--- src/sv/tdf_pkg.sv ---
// ----------------------------------------------------------------------------
// tdf_pkg
// Shared constants and types for the trial division factorizer.
// ----------------------------------------------------------------------------
`default_nettype none

package tdf_pkg;

  // default width of the value to factor
  localparam int VALUE_BITS_DEF = 31;

  // result field widths
  localparam int PRIME_W = 31;
  localparam int EXP_W   = 5;

  // at most this many results per input value
  localparam int MAX_RESULTS = 9;
  localparam int RES_CNT_W   = $clog2(MAX_RESULTS + 1);

  // first trial divisor
  localparam int FIRST_DIVISOR = 2;

  // queue depths
  localparam int CMD_DEPTH = 2;
  localparam int RES_DEPTH = 4;

  // input classes decided by the front part
  typedef enum logic [1:0] {
    CLS_ZERO = 2'd0,
    CLS_ONE  = 2'd1,
    CLS_NUM  = 2'd2
  } cls_t;

  // one result item
  typedef struct packed {
    logic [PRIME_W-1:0] prime;
    logic [EXP_W-1:0]   exponent;
    logic               undefined;
    logic               empty_res;
    logic               last;
  } res_t;

endpackage

`default_nettype wire

--- src/sv/trial_division_factorizer_top.sv ---
// ----------------------------------------------------------------------------
// trial_division_factorizer_top
// Factors a non-negative integer by trial division, giving each prime with
// its exponent in increasing order.
//
//   channel | ports                                       | handshake
//   --------+---------------------------------------------+-----------------
//   input   | in_value                                    | in_push / in_full
//   result  | out_prime out_exponent out_undefined        | out_pop / out_empty
//           | out_empty_res out_last                      |
//
// Each trial division runs in the serial divider, after a bound check of each
// candidate; candidates are 2 and then odd numbers while candidate squared
// stays within the unfactored part. A prime near 2^31 takes about 23,200
// candidates. Reset is synchronous and needs no sweep. Up to two values queue
// ahead of the engine; a full result queue stalls it.
// ----------------------------------------------------------------------------
`default_nettype none

module trial_division_factorizer_top #(
  parameter int VALUE_BITS = tdf_pkg::VALUE_BITS_DEF
) (
  input  wire logic                          clk,
  input  wire logic                          rst_n,
  input  wire logic                          in_push,
  input  wire logic [VALUE_BITS-1:0]         in_value,
  output logic                               in_full,
  input  wire logic                          out_pop,
  output logic                               out_empty,
  output logic [tdf_pkg::PRIME_W-1:0]        out_prime,
  output logic [tdf_pkg::EXP_W-1:0]          out_exponent,
  output logic                               out_undefined,
  output logic                               out_empty_res,
  output logic                               out_last
);

  logic                  cmd_empty;
  logic                  cmd_pop;
  tdf_pkg::cls_t         cmd_cls;
  logic [VALUE_BITS-1:0] cmd_value;
  logic                  res_full;
  logic                  res_push;
  tdf_pkg::res_t         res_din;
  tdf_pkg::res_t         res_dout;

  // front: accept and classify
  tdf_front #(
    .VALUE_BITS (VALUE_BITS)
  ) u_front (
    .clk       (clk),
    .rst_n     (rst_n),
    .in_push   (in_push),
    .in_value  (in_value),
    .in_full   (in_full),
    .cmd_pop   (cmd_pop),
    .cmd_empty (cmd_empty),
    .cmd_cls   (cmd_cls),
    .cmd_value (cmd_value)
  );

  // back: factoring engine
  tdf_engine #(
    .VALUE_BITS (VALUE_BITS)
  ) u_engine (
    .clk       (clk),
    .rst_n     (rst_n),
    .cmd_empty (cmd_empty),
    .cmd_cls   (cmd_cls),
    .cmd_value (cmd_value),
    .cmd_pop   (cmd_pop),
    .res_full  (res_full),
    .res_push  (res_push),
    .res_data  (res_din)
  );

  // result queue
  tdf_fifo #(
    .WIDTH ($bits(tdf_pkg::res_t)),
    .DEPTH (tdf_pkg::RES_DEPTH)
  ) u_res_q (
    .clk   (clk),
    .rst_n (rst_n),
    .push  (res_push),
    .din   (res_din),
    .full  (res_full),
    .pop   (out_pop),
    .dout  (res_dout),
    .empty (out_empty)
  );

  assign out_prime     = res_dout.prime;
  assign out_exponent  = res_dout.exponent;
  assign out_undefined = res_dout.undefined;
  assign out_empty_res = res_dout.empty_res;
  assign out_last      = res_dout.last;

endmodule

`default_nettype wire

--- src/sv/tdf_fifo.sv ---
// ----------------------------------------------------------------------------
// tdf_fifo
// Small register-based first-in first-out queue with push/full, pop/empty.
// ----------------------------------------------------------------------------
`default_nettype none

module tdf_fifo #(
  parameter int WIDTH = 8,
  parameter int DEPTH = 2
) (
  input  wire logic             clk,
  input  wire logic             rst_n,
  input  wire logic             push,
  input  wire logic [WIDTH-1:0] din,
  output logic                  full,
  input  wire logic             pop,
  output logic      [WIDTH-1:0] dout,
  output logic                  empty
);

  localparam int PTR_W = (DEPTH > 1) ? $clog2(DEPTH) : 1;
  localparam int CNT_W = $clog2(DEPTH + 1);

  logic [WIDTH-1:0] mem_r [DEPTH];
  logic [PTR_W-1:0] wr_ptr_r, wr_ptr_nxt;
  logic [PTR_W-1:0] rd_ptr_r, rd_ptr_nxt;
  logic [CNT_W-1:0] cnt_r, cnt_nxt;
  logic             wr_en;
  logic             rd_en;

  // status and read data
  assign full  = (cnt_r == CNT_W'(DEPTH));
  assign empty = (cnt_r == '0);
  assign dout  = mem_r[rd_ptr_r];
  assign wr_en = push && !full;
  assign rd_en = pop && !empty;

  // pointer and fill count update
  always_comb begin
    wr_ptr_nxt = wr_ptr_r;
    rd_ptr_nxt = rd_ptr_r;
    cnt_nxt    = cnt_r;
    if (wr_en) begin
      wr_ptr_nxt = (wr_ptr_r == PTR_W'(DEPTH - 1)) ? '0 : wr_ptr_r + 1'b1;
    end
    if (rd_en) begin
      rd_ptr_nxt = (rd_ptr_r == PTR_W'(DEPTH - 1)) ? '0 : rd_ptr_r + 1'b1;
    end
    if (wr_en && !rd_en) begin
      cnt_nxt = cnt_r + 1'b1;
    end else if (rd_en && !wr_en) begin
      cnt_nxt = cnt_r - 1'b1;
    end
  end

  always_ff @(posedge clk) begin
    if (!rst_n) begin
      wr_ptr_r <= '0;
      rd_ptr_r <= '0;
      cnt_r    <= '0;
    end else begin
      wr_ptr_r <= wr_ptr_nxt;
      rd_ptr_r <= rd_ptr_nxt;
      cnt_r    <= cnt_nxt;
    end
  end

  // storage, no reset needed
  always_ff @(posedge clk) begin
    if (wr_en) begin
      mem_r[wr_ptr_r] <= din;
    end
  end

endmodule

`default_nettype wire

--- src/sv/tdf_front.sv ---
// ----------------------------------------------------------------------------
// tdf_front
// Takes input transfers, sorts each value into zero, one or ordinary, and
// queues it for the factoring engine.
// ----------------------------------------------------------------------------
`default_nettype none

module tdf_front #(
  parameter int VALUE_BITS = tdf_pkg::VALUE_BITS_DEF
) (
  input  wire logic                  clk,
  input  wire logic                  rst_n,
  input  wire logic                  in_push,
  input  wire logic [VALUE_BITS-1:0] in_value,
  output logic                       in_full,
  input  wire logic                  cmd_pop,
  output logic                       cmd_empty,
  output tdf_pkg::cls_t              cmd_cls,
  output logic      [VALUE_BITS-1:0] cmd_value
);

  localparam int CMD_W = VALUE_BITS + 2;

  tdf_pkg::cls_t    cls;
  logic [CMD_W-1:0] cmd_din;
  logic [CMD_W-1:0] cmd_dout;

  // classify the incoming value
  always_comb begin
    if (in_value == '0) begin
      cls = tdf_pkg::CLS_ZERO;
    end else if (in_value == VALUE_BITS'(1)) begin
      cls = tdf_pkg::CLS_ONE;
    end else begin
      cls = tdf_pkg::CLS_NUM;
    end
  end

  assign cmd_din = {cls, in_value};

  // command queue between front and back
  tdf_fifo #(
    .WIDTH (CMD_W),
    .DEPTH (tdf_pkg::CMD_DEPTH)
  ) u_cmd_q (
    .clk   (clk),
    .rst_n (rst_n),
    .push  (in_push),
    .din   (cmd_din),
    .full  (in_full),
    .pop   (cmd_pop),
    .dout  (cmd_dout),
    .empty (cmd_empty)
  );

  assign cmd_cls   = tdf_pkg::cls_t'(cmd_dout[CMD_W-1 -: 2]);
  assign cmd_value = cmd_dout[VALUE_BITS-1:0];

endmodule

`default_nettype wire

--- src/sv/tdf_div.sv ---
// ----------------------------------------------------------------------------
// tdf_div
// Restoring divider, one quotient bit per cycle; gives quotient and remainder.
// ----------------------------------------------------------------------------
`default_nettype none

module tdf_div #(
  parameter int W = tdf_pkg::VALUE_BITS_DEF
) (
  input  wire logic         clk,
  input  wire logic         rst_n,
  input  wire logic         start,
  input  wire logic [W-1:0] dividend,
  input  wire logic [W-1:0] divisor,
  output logic              done,
  output logic      [W-1:0] quot,
  output logic      [W-1:0] rem
);

  localparam int CNT_W = (W > 1) ? $clog2(W) : 1;

  logic             busy_r, busy_nxt;
  logic             done_r, done_nxt;
  logic [CNT_W-1:0] cnt_r, cnt_nxt;
  logic [W-1:0]     quo_r, quo_nxt;
  logic [W-1:0]     rem_r, rem_nxt;
  logic [W-1:0]     dsr_r, dsr_nxt;
  logic [W:0]       trial;
  logic [W:0]       diff;
  logic             fits;

  // one shift-subtract step
  assign trial = {rem_r, quo_r[W-1]};
  assign diff  = trial - {1'b0, dsr_r};
  assign fits  = (trial >= {1'b0, dsr_r});

  always_comb begin
    busy_nxt = busy_r;
    done_nxt = 1'b0;
    cnt_nxt  = cnt_r;
    quo_nxt  = quo_r;
    rem_nxt  = rem_r;
    dsr_nxt  = dsr_r;
    if (start && !busy_r) begin
      busy_nxt = 1'b1;
      cnt_nxt  = '0;
      quo_nxt  = dividend;
      rem_nxt  = '0;
      dsr_nxt  = divisor;
    end else if (busy_r) begin
      quo_nxt = {quo_r[W-2:0], fits};
      rem_nxt = fits ? diff[W-1:0] : trial[W-1:0];
      cnt_nxt = cnt_r + 1'b1;
      if (cnt_r == CNT_W'(W - 1)) begin
        busy_nxt = 1'b0;
        done_nxt = 1'b1;
      end
    end
  end

  always_ff @(posedge clk) begin
    if (!rst_n) begin
      busy_r <= 1'b0;
      done_r <= 1'b0;
      cnt_r  <= '0;
    end else begin
      busy_r <= busy_nxt;
      done_r <= done_nxt;
      cnt_r  <= cnt_nxt;
    end
  end

  // datapath, no reset needed
  always_ff @(posedge clk) begin
    quo_r <= quo_nxt;
    rem_r <= rem_nxt;
    dsr_r <= dsr_nxt;
  end

  assign done = done_r;
  assign quot = quo_r;
  assign rem  = rem_r;

endmodule

`default_nettype wire

--- src/sv/tdf_engine.sv ---
// ----------------------------------------------------------------------------
// tdf_engine
// Back part: runs trial division on one queued value at a time and pushes
// prime/exponent results, holding one back so the final one can carry last.
// ----------------------------------------------------------------------------
`default_nettype none

module tdf_engine #(
  parameter int VALUE_BITS = tdf_pkg::VALUE_BITS_DEF
) (
  input  wire logic                  clk,
  input  wire logic                  rst_n,
  input  wire logic                  cmd_empty,
  input  wire tdf_pkg::cls_t         cmd_cls,
  input  wire logic [VALUE_BITS-1:0] cmd_value,
  output logic                       cmd_pop,
  input  wire logic                  res_full,
  output logic                       res_push,
  output tdf_pkg::res_t              res_data
);

  localparam int W = VALUE_BITS;

  typedef enum logic [5:0] {
    S_IDLE  = 6'b000001,
    S_SPEC  = 6'b000010,
    S_CHECK = 6'b000100,
    S_DIV   = 6'b001000,
    S_REC   = 6'b010000,
    S_TAIL  = 6'b100000
  } eng_state_t;

  eng_state_t                       state_r, state_nxt;
  tdf_pkg::cls_t                    cls_r, cls_nxt;
  logic [W-1:0]                     n_r, n_nxt;
  logic [W-1:0]                     d_r, d_nxt;
  logic [W:0]                       sq_r, sq_nxt;
  logic [tdf_pkg::EXP_W-1:0]        e_r, e_nxt;
  logic                             hit_r, hit_nxt;
  logic [tdf_pkg::RES_CNT_W-1:0]    cnt_r, cnt_nxt;
  logic                             pend_v_r, pend_v_nxt;
  logic [tdf_pkg::PRIME_W-1:0]      pend_p_r, pend_p_nxt;
  logic [tdf_pkg::EXP_W-1:0]        pend_e_r, pend_e_nxt;

  logic         div_start;
  logic [W-1:0] div_dividend;
  logic         div_done;
  logic [W-1:0] div_quot;
  logic [W-1:0] div_rem;

  logic         room_left;
  logic         have_left;
  logic [W-1:0] d_adv;
  logic [W:0]   sq_adv;

  // single serial divider, reused for every candidate
  tdf_div #(
    .W (W)
  ) u_div (
    .clk      (clk),
    .rst_n    (rst_n),
    .start    (div_start),
    .dividend (div_dividend),
    .divisor  (d_r),
    .done     (div_done),
    .quot     (div_quot),
    .rem      (div_rem)
  );

  // next candidate: 2 goes to 3, then odd steps; square kept by adding
  always_comb begin
    if (d_r == W'(tdf_pkg::FIRST_DIVISOR)) begin
      d_adv  = W'(3);
      sq_adv = (W + 1)'(9);
    end else begin
      d_adv  = d_r + W'(2);
      sq_adv = sq_r + {d_r, 1'b0} + {d_r, 1'b0} + (W + 1)'(4);
    end
  end

  assign room_left = (cnt_r < tdf_pkg::RES_CNT_W'(tdf_pkg::MAX_RESULTS));
  assign have_left = (n_r > W'(1)) && room_left;

  // sequencer
  always_comb begin
    state_nxt    = state_r;
    cls_nxt      = cls_r;
    n_nxt        = n_r;
    d_nxt        = d_r;
    sq_nxt       = sq_r;
    e_nxt        = e_r;
    hit_nxt      = hit_r;
    cnt_nxt      = cnt_r;
    pend_v_nxt   = pend_v_r;
    pend_p_nxt   = pend_p_r;
    pend_e_nxt   = pend_e_r;
    cmd_pop      = 1'b0;
    res_push     = 1'b0;
    res_data     = '0;
    div_start    = 1'b0;
    div_dividend = n_r;
    case (state_r)
      S_IDLE: begin
        if (!cmd_empty) begin
          cmd_pop    = 1'b1;
          cls_nxt    = cmd_cls;
          n_nxt      = cmd_value;
          d_nxt      = W'(tdf_pkg::FIRST_DIVISOR);
          sq_nxt     = (W + 1)'(tdf_pkg::FIRST_DIVISOR * tdf_pkg::FIRST_DIVISOR);
          e_nxt      = '0;
          hit_nxt    = 1'b0;
          cnt_nxt    = '0;
          pend_v_nxt = 1'b0;
          state_nxt  = (cmd_cls == tdf_pkg::CLS_NUM) ? S_CHECK : S_SPEC;
        end
      end
      // zero or one: a single flagged result
      S_SPEC: begin
        if (!res_full) begin
          res_push           = 1'b1;
          res_data.undefined = (cls_r == tdf_pkg::CLS_ZERO);
          res_data.empty_res = (cls_r == tdf_pkg::CLS_ONE);
          res_data.last      = 1'b1;
          state_nxt          = S_IDLE;
        end
      end
      // loop bound: divisor squared against what is left, and room for results
      S_CHECK: begin
        if ((sq_r <= {1'b0, n_r}) && room_left) begin
          div_start = 1'b1;
          state_nxt = S_DIV;
        end else begin
          state_nxt = S_TAIL;
        end
      end
      // divide out the candidate as often as it goes
      S_DIV: begin
        if (div_done) begin
          if (div_rem == '0) begin
            n_nxt        = div_quot;
            e_nxt        = e_r + 1'b1;
            hit_nxt      = 1'b1;
            div_start    = 1'b1;
            div_dividend = div_quot;
          end else if (hit_r) begin
            state_nxt = S_REC;
          end else begin
            d_nxt     = d_adv;
            sq_nxt    = sq_adv;
            state_nxt = S_CHECK;
          end
        end
      end
      // record a found factor, releasing the one held before it
      S_REC: begin
        if (!pend_v_r || !res_full) begin
          if (pend_v_r) begin
            res_push          = 1'b1;
            res_data.prime    = pend_p_r;
            res_data.exponent = pend_e_r;
          end
          pend_v_nxt = 1'b1;
          pend_p_nxt = tdf_pkg::PRIME_W'(d_r);
          pend_e_nxt = e_r;
          cnt_nxt    = cnt_r + 1'b1;
          e_nxt      = '0;
          hit_nxt    = 1'b0;
          d_nxt      = d_adv;
          sq_nxt     = sq_adv;
          state_nxt  = S_CHECK;
        end
      end
      // held factor, then the leftover prime if any
      S_TAIL: begin
        if (pend_v_r) begin
          if (!res_full) begin
            res_push          = 1'b1;
            res_data.prime    = pend_p_r;
            res_data.exponent = pend_e_r;
            res_data.last     = !have_left;
            pend_v_nxt        = 1'b0;
            if (!have_left) begin
              state_nxt = S_IDLE;
            end
          end
        end else if (!have_left) begin
          state_nxt = S_IDLE;
        end else if (!res_full) begin
          res_push          = 1'b1;
          res_data.prime    = tdf_pkg::PRIME_W'(n_r);
          res_data.exponent = tdf_pkg::EXP_W'(1);
          res_data.last     = 1'b1;
          state_nxt         = S_IDLE;
        end
      end
      default: begin
        state_nxt = S_IDLE;
      end
    endcase
  end

  always_ff @(posedge clk) begin
    if (!rst_n) begin
      state_r  <= S_IDLE;
      pend_v_r <= 1'b0;
    end else begin
      state_r  <= state_nxt;
      pend_v_r <= pend_v_nxt;
    end
  end

  // working values, no reset needed
  always_ff @(posedge clk) begin
    cls_r    <= cls_nxt;
    n_r      <= n_nxt;
    d_r      <= d_nxt;
    sq_r     <= sq_nxt;
    e_r      <= e_nxt;
    hit_r    <= hit_nxt;
    cnt_r    <= cnt_nxt;
    pend_p_r <= pend_p_nxt;
    pend_e_r <= pend_e_nxt;
  end

endmodule

`default_nettype wire

--- config.mk ---
export PLATFORM = sky130hd
export DESIGN_NAME = trial_division_factorizer_top
export DESIGN_NICKNAME = d
export VERILOG_FILES = /design/src/sv/tdf_pkg.sv /design/src/sv/trial_division_factorizer_top.sv /design/src/sv/tdf_fifo.sv /design/src/sv/tdf_front.sv /design/src/sv/tdf_div.sv /design/src/sv/tdf_engine.sv
export SDC_FILE = /design/constraint.sdc
export NUM_CORES = 1
export LEC_CHECK = 0
export BUFFER_PORTS_ARGS = -buffer_cell sky130_fd_sc_hd__buf_2
export CORE_MARGIN = 3
export CORE_UTILIZATION = 55
export CTS_BUF_LIST = sky130_fd_sc_hd__clkbuf_8
export DETAILED_ROUTE_END_ITERATION = 12
export PLACE_DENSITY = 0.8
export SETUP_SLACK_MARGIN = 0.5
export SKIP_LAST_GASP = 1
export SLEW_MARGIN = 15
export SYNTH_ARGS = -nofsm -noshare
export SYNTH_HDL_FRONTEND = slang
export SYNTH_SLANG_ARGS = --single-unit
--- constraint.sdc ---
create_clock -name clk -period 4 [get_ports clk]
set_clock_uncertainty 0.2 [all_clocks]
set_input_delay 0 -clock clk [delete_from_list [all_inputs] [get_ports clk]]
set_output_delay 0 -clock clk [all_outputs]
set_load 0.01 [all_outputs]
==> impl_metrics.json <==
{
  "status": "finished, final reports clean",
  "cts_buffer_depth": 3,
  "ir_worst_vdd_uv": 523.7,
  "path_class": "flop to flop",
  "grt_usage_pct": 26.14,
  "slew_headroom_pct": 28.62,
  "ctsRootBufferMaster": "clkbuf_8",
  "syn_inst": 1947,
  "final_hold_viol_count": 0,
  "yosys_warnings": 0,
  "ant_nets": 0,
  "placed_area_um2": 25360,
  "h-tree-depth": 3,
  "ios": 76,
  "dr.pass1.iters": 5,
  "drive_gt1_share_pct": 16.07,
  "final_nets": 2337,
  "hpwl_mm": 41.13,
  "synth_cell_types": 81,
  "antenna_found_initial": 2,
  "grt_pass1_vias": 16970,
  "clock_latency_ps": 680,
  "finalCritPeriodShare_pct": 85.57,
  "start_util_pct": 55.89,
  "area_delta_synth_final_pct": 15.63,
  "crit_fanout": 4,
  "synth_edf_count": 425,
  "cts_tree": "done",
  "die_x_um": 215.5,
  "drv_cap": 0,
  "setup_viol_count_final": 0,
  "ys.flop_type": "edfxtp_1",
  "drc": 0,
  "dr_total_vias": 17300,
  "worstHoldPathType": "primary input to flop",
  "fin_setup_tns_ps": 0,
  "cts_sinks": 484,
  "synth_fp_nets": 2116,
  "tightest_slew_ps": 1071,
  "first_iter_violations": 1733,
  "path_clk_slew_ps": 50,
  "core_area_um2": 43170,
  "p_per_area_nw_per_um2": 662.2,
  "fmax_mhz": 292.2,
  "p_leak_nw": 10.18,
  "synth_area_um2": 24130,
  "arrival_ps": 3600,
  "worstSetupEndpointType": "flop",
  "crit_path_start_kind": "flop",
  "wire_per_inst_um": 21.92,
  "gp_congestion": 0.9329,
  "grt_remaining_overflow": 0,
  "routed_wl_mm": 61.66,
  "rows": 76,
  "grt_first_pass_wirelength_mm": 94.96,
  "final_area_um2": 27900,
  "period_needed_ps": 3423,
  "rsz0062_at_grt": "yes",
  "ys_ff_latch": 484,
  "grt_max_degree": 68,
  "die_h_um": 215.5,
  "async_reset_ff_share_pct": 0,
  "seq_area_frac_synth_pct": 57.79,
  "cts_buffers": 79,
  "n_antenna_cell": 0,
  "fillers": 3202,
  "cp.required_ps": 4180,
  "syn_area_per_cell_um2": 12.39,
  "io_buffers": 75,
  "drv_slew": 0,
  "drt-vias-per-instance": 6.149,
  "die_area_um2": 46420
}
[kinds of logic (layout without fill, tap and decap cells)]
logic type	Yosys count	after routing	share of synthesized area, %
and+or+nand+nor	573	573	11.60
AOI/OAI and AO/OA	394	394	11.10
buffers and inverters	168	449	2.800
adders and majority gates	134	134	7.042
xor gates and xnor gates	80	80	2.904
muxes	114	114	6.772
DFF	484	484	57.79
[worst paths after layout]
path / cells past startpoint / end / slack [ps] / from
worst max-delay path: 12 / u_engine.sq_r[25] / 580 / u_engine.sq_r[3]
worst min-delay path: 4 / u_front.u_cmd_q.mem_r[0][31] / 120 / in_value[0]
worst max register to register: 12 / u_engine.sq_r[25] / 580 / u_engine.sq_r[3]
worst min register to register: 0 / u_engine.pend_e_r[1] / 300 / u_engine.e_r[1]
[worst max-delay path, cell delays in order, from the launching register on]
cell	delay, ps
edfxtp_1	450
ha_4	280
ha_4	170
fa_2	420
a21oi_4	150
o211ai_1	110
a221oi_2	400
nor3_2	110
o2111ai_2	330
buf_4	190
a31oi_4	80
nor3_1	200
nor3_1	60
[cell type report]
class                           instances  area (um2)  share of cell area [%]
Clock buffer                           80        1101                   3.946
Clock inverter                         61       314.1                   1.126
Inverter                               93       349.1                   1.251
Multi-Input combinational cell       1295        9761                   34.98
Sequential cell                       484       13950                   49.99
Tap cell                              585       732.0                   2.623
Timing Repair Buffer                  215        1697                   6.081
[power breakdown]
group / switching [mW] / internal [mW] / total [mW] / leakage, nW
logic: 4.06 / 2.78 / 6.84 / 5.13
registers: 0.960 / 6.72 / 7.68 / 4.19
clock network: 2.01 / 1.95 / 3.96 / 0.852
total: 7.03 / 11.4 / 18.5 / 10.2
[registers in the layout, indices dropped and copies added, names as in the netlist, 6 cells and up, named ones only]
name	flops
u_engine.sq_r	31
u_res_q.mem_r	156
u_engine.state_r	6
u_front.u_cmd_q.mem_r	66
u_engine.u_div.quot	31
u_engine.u_div.rem	31
u_engine.u_div.dsr_r	31
u_engine.n_r	31
u_engine.d_r	31
u_engine.pend_p_r	31
[cells in the mapped netlist, types with 39 or more instances]
library cell | n | area, um2
dfxtp_1 | 59 | 1181
nand2_1 | 153 | 574.3
clkbuf_1 | 47 | 176.4
a211oi_1 | 42 | 315.3
mux4_2 | 39 | 878.3
inv_1 | 93 | 349.1
a21oi_1 | 103 | 515.5
o21ai_0 | 50 | 250.2
a31oi_1 | 45 | 281.5
xor2_1 | 48 | 420.4
nor2b_1 | 39 | 244.0
mux2i_1 | 71 | 710.7
ha_1 | 131 | 1639
nor2_1 | 154 | 578.1
edfxtp_1 | 425 | 12760
[metal layers]
layer / share of wire [%] / wire (um) / track usage, %
met1: 41 / 25510 / 35.89
met3: 8.1 / 5007 / 5.055
met4: 2.7 / 1679 / 8.879
met2: 48 / 29450 / 42.28
met5: 0.018 / 11 / 0
[metrics by stage]
| step | std cells | hold WS, ps | total power, mW | utilization, % | setup WS [ps] |
|---|---|---|---|---|---|
| 2_1_floorplan | 1947 | -101.1 | 11.92 | - | 527.1 |
| 3_3_place_gp | 2578 | 3.011 | 13.71 | 58.75 | 174.8 |
| 3_5_place_dp | 2578 | 6.840 | 13.96 | 58.75 | 186.6 |
| 4_1_cts | 2793 | 17.80 | 18.06 | 63.85 | 506.0 |
| 5_1_grt | 2813 | 92.16 | 19.50 | 64.63 | 463.0 |
| 6_report | 2813 | 116.0 | 18.48 | 64.63 | 577.2 |
[cell usage in the layout (no fill, tap or decap), drive strengths merged, types with 13 or more instances in the layout]
cell type	Yosys	final
a211oi	43	43
mux4	39	39
nand2	153	153
dlygate4sd3	0	66
and3	26	26
xor2	48	48
clkbuf	47	81
dfxtp	59	59
nand4	24	24
a22o	35	35
or3	13	13
nand3	35	35
nor2b	39	39
a21oi	103	103
a21o	23	23
nor2	155	155
nor4	30	30
clkinv	0	19
inv	93	133
xnor2	32	32
o211ai	13	13
mux2i	71	71
and2	23	23
a31oi	45	45
buf	28	147
o21a	18	18
edfxtp	425	425
o21ai	57	57
ha	131	131
nor3	34	34
[repair_timing]
action,in CTS,in global routing
endpoints found under the setup margin,214,252
pin swaps,8,17
gates resized for setup,11,34
cloned,1,1
buffers inserted,7,19
hold buffers,66,0
hold endpoints to repair,159,0
Note: power is estimated with default switching activity, not from simulation.
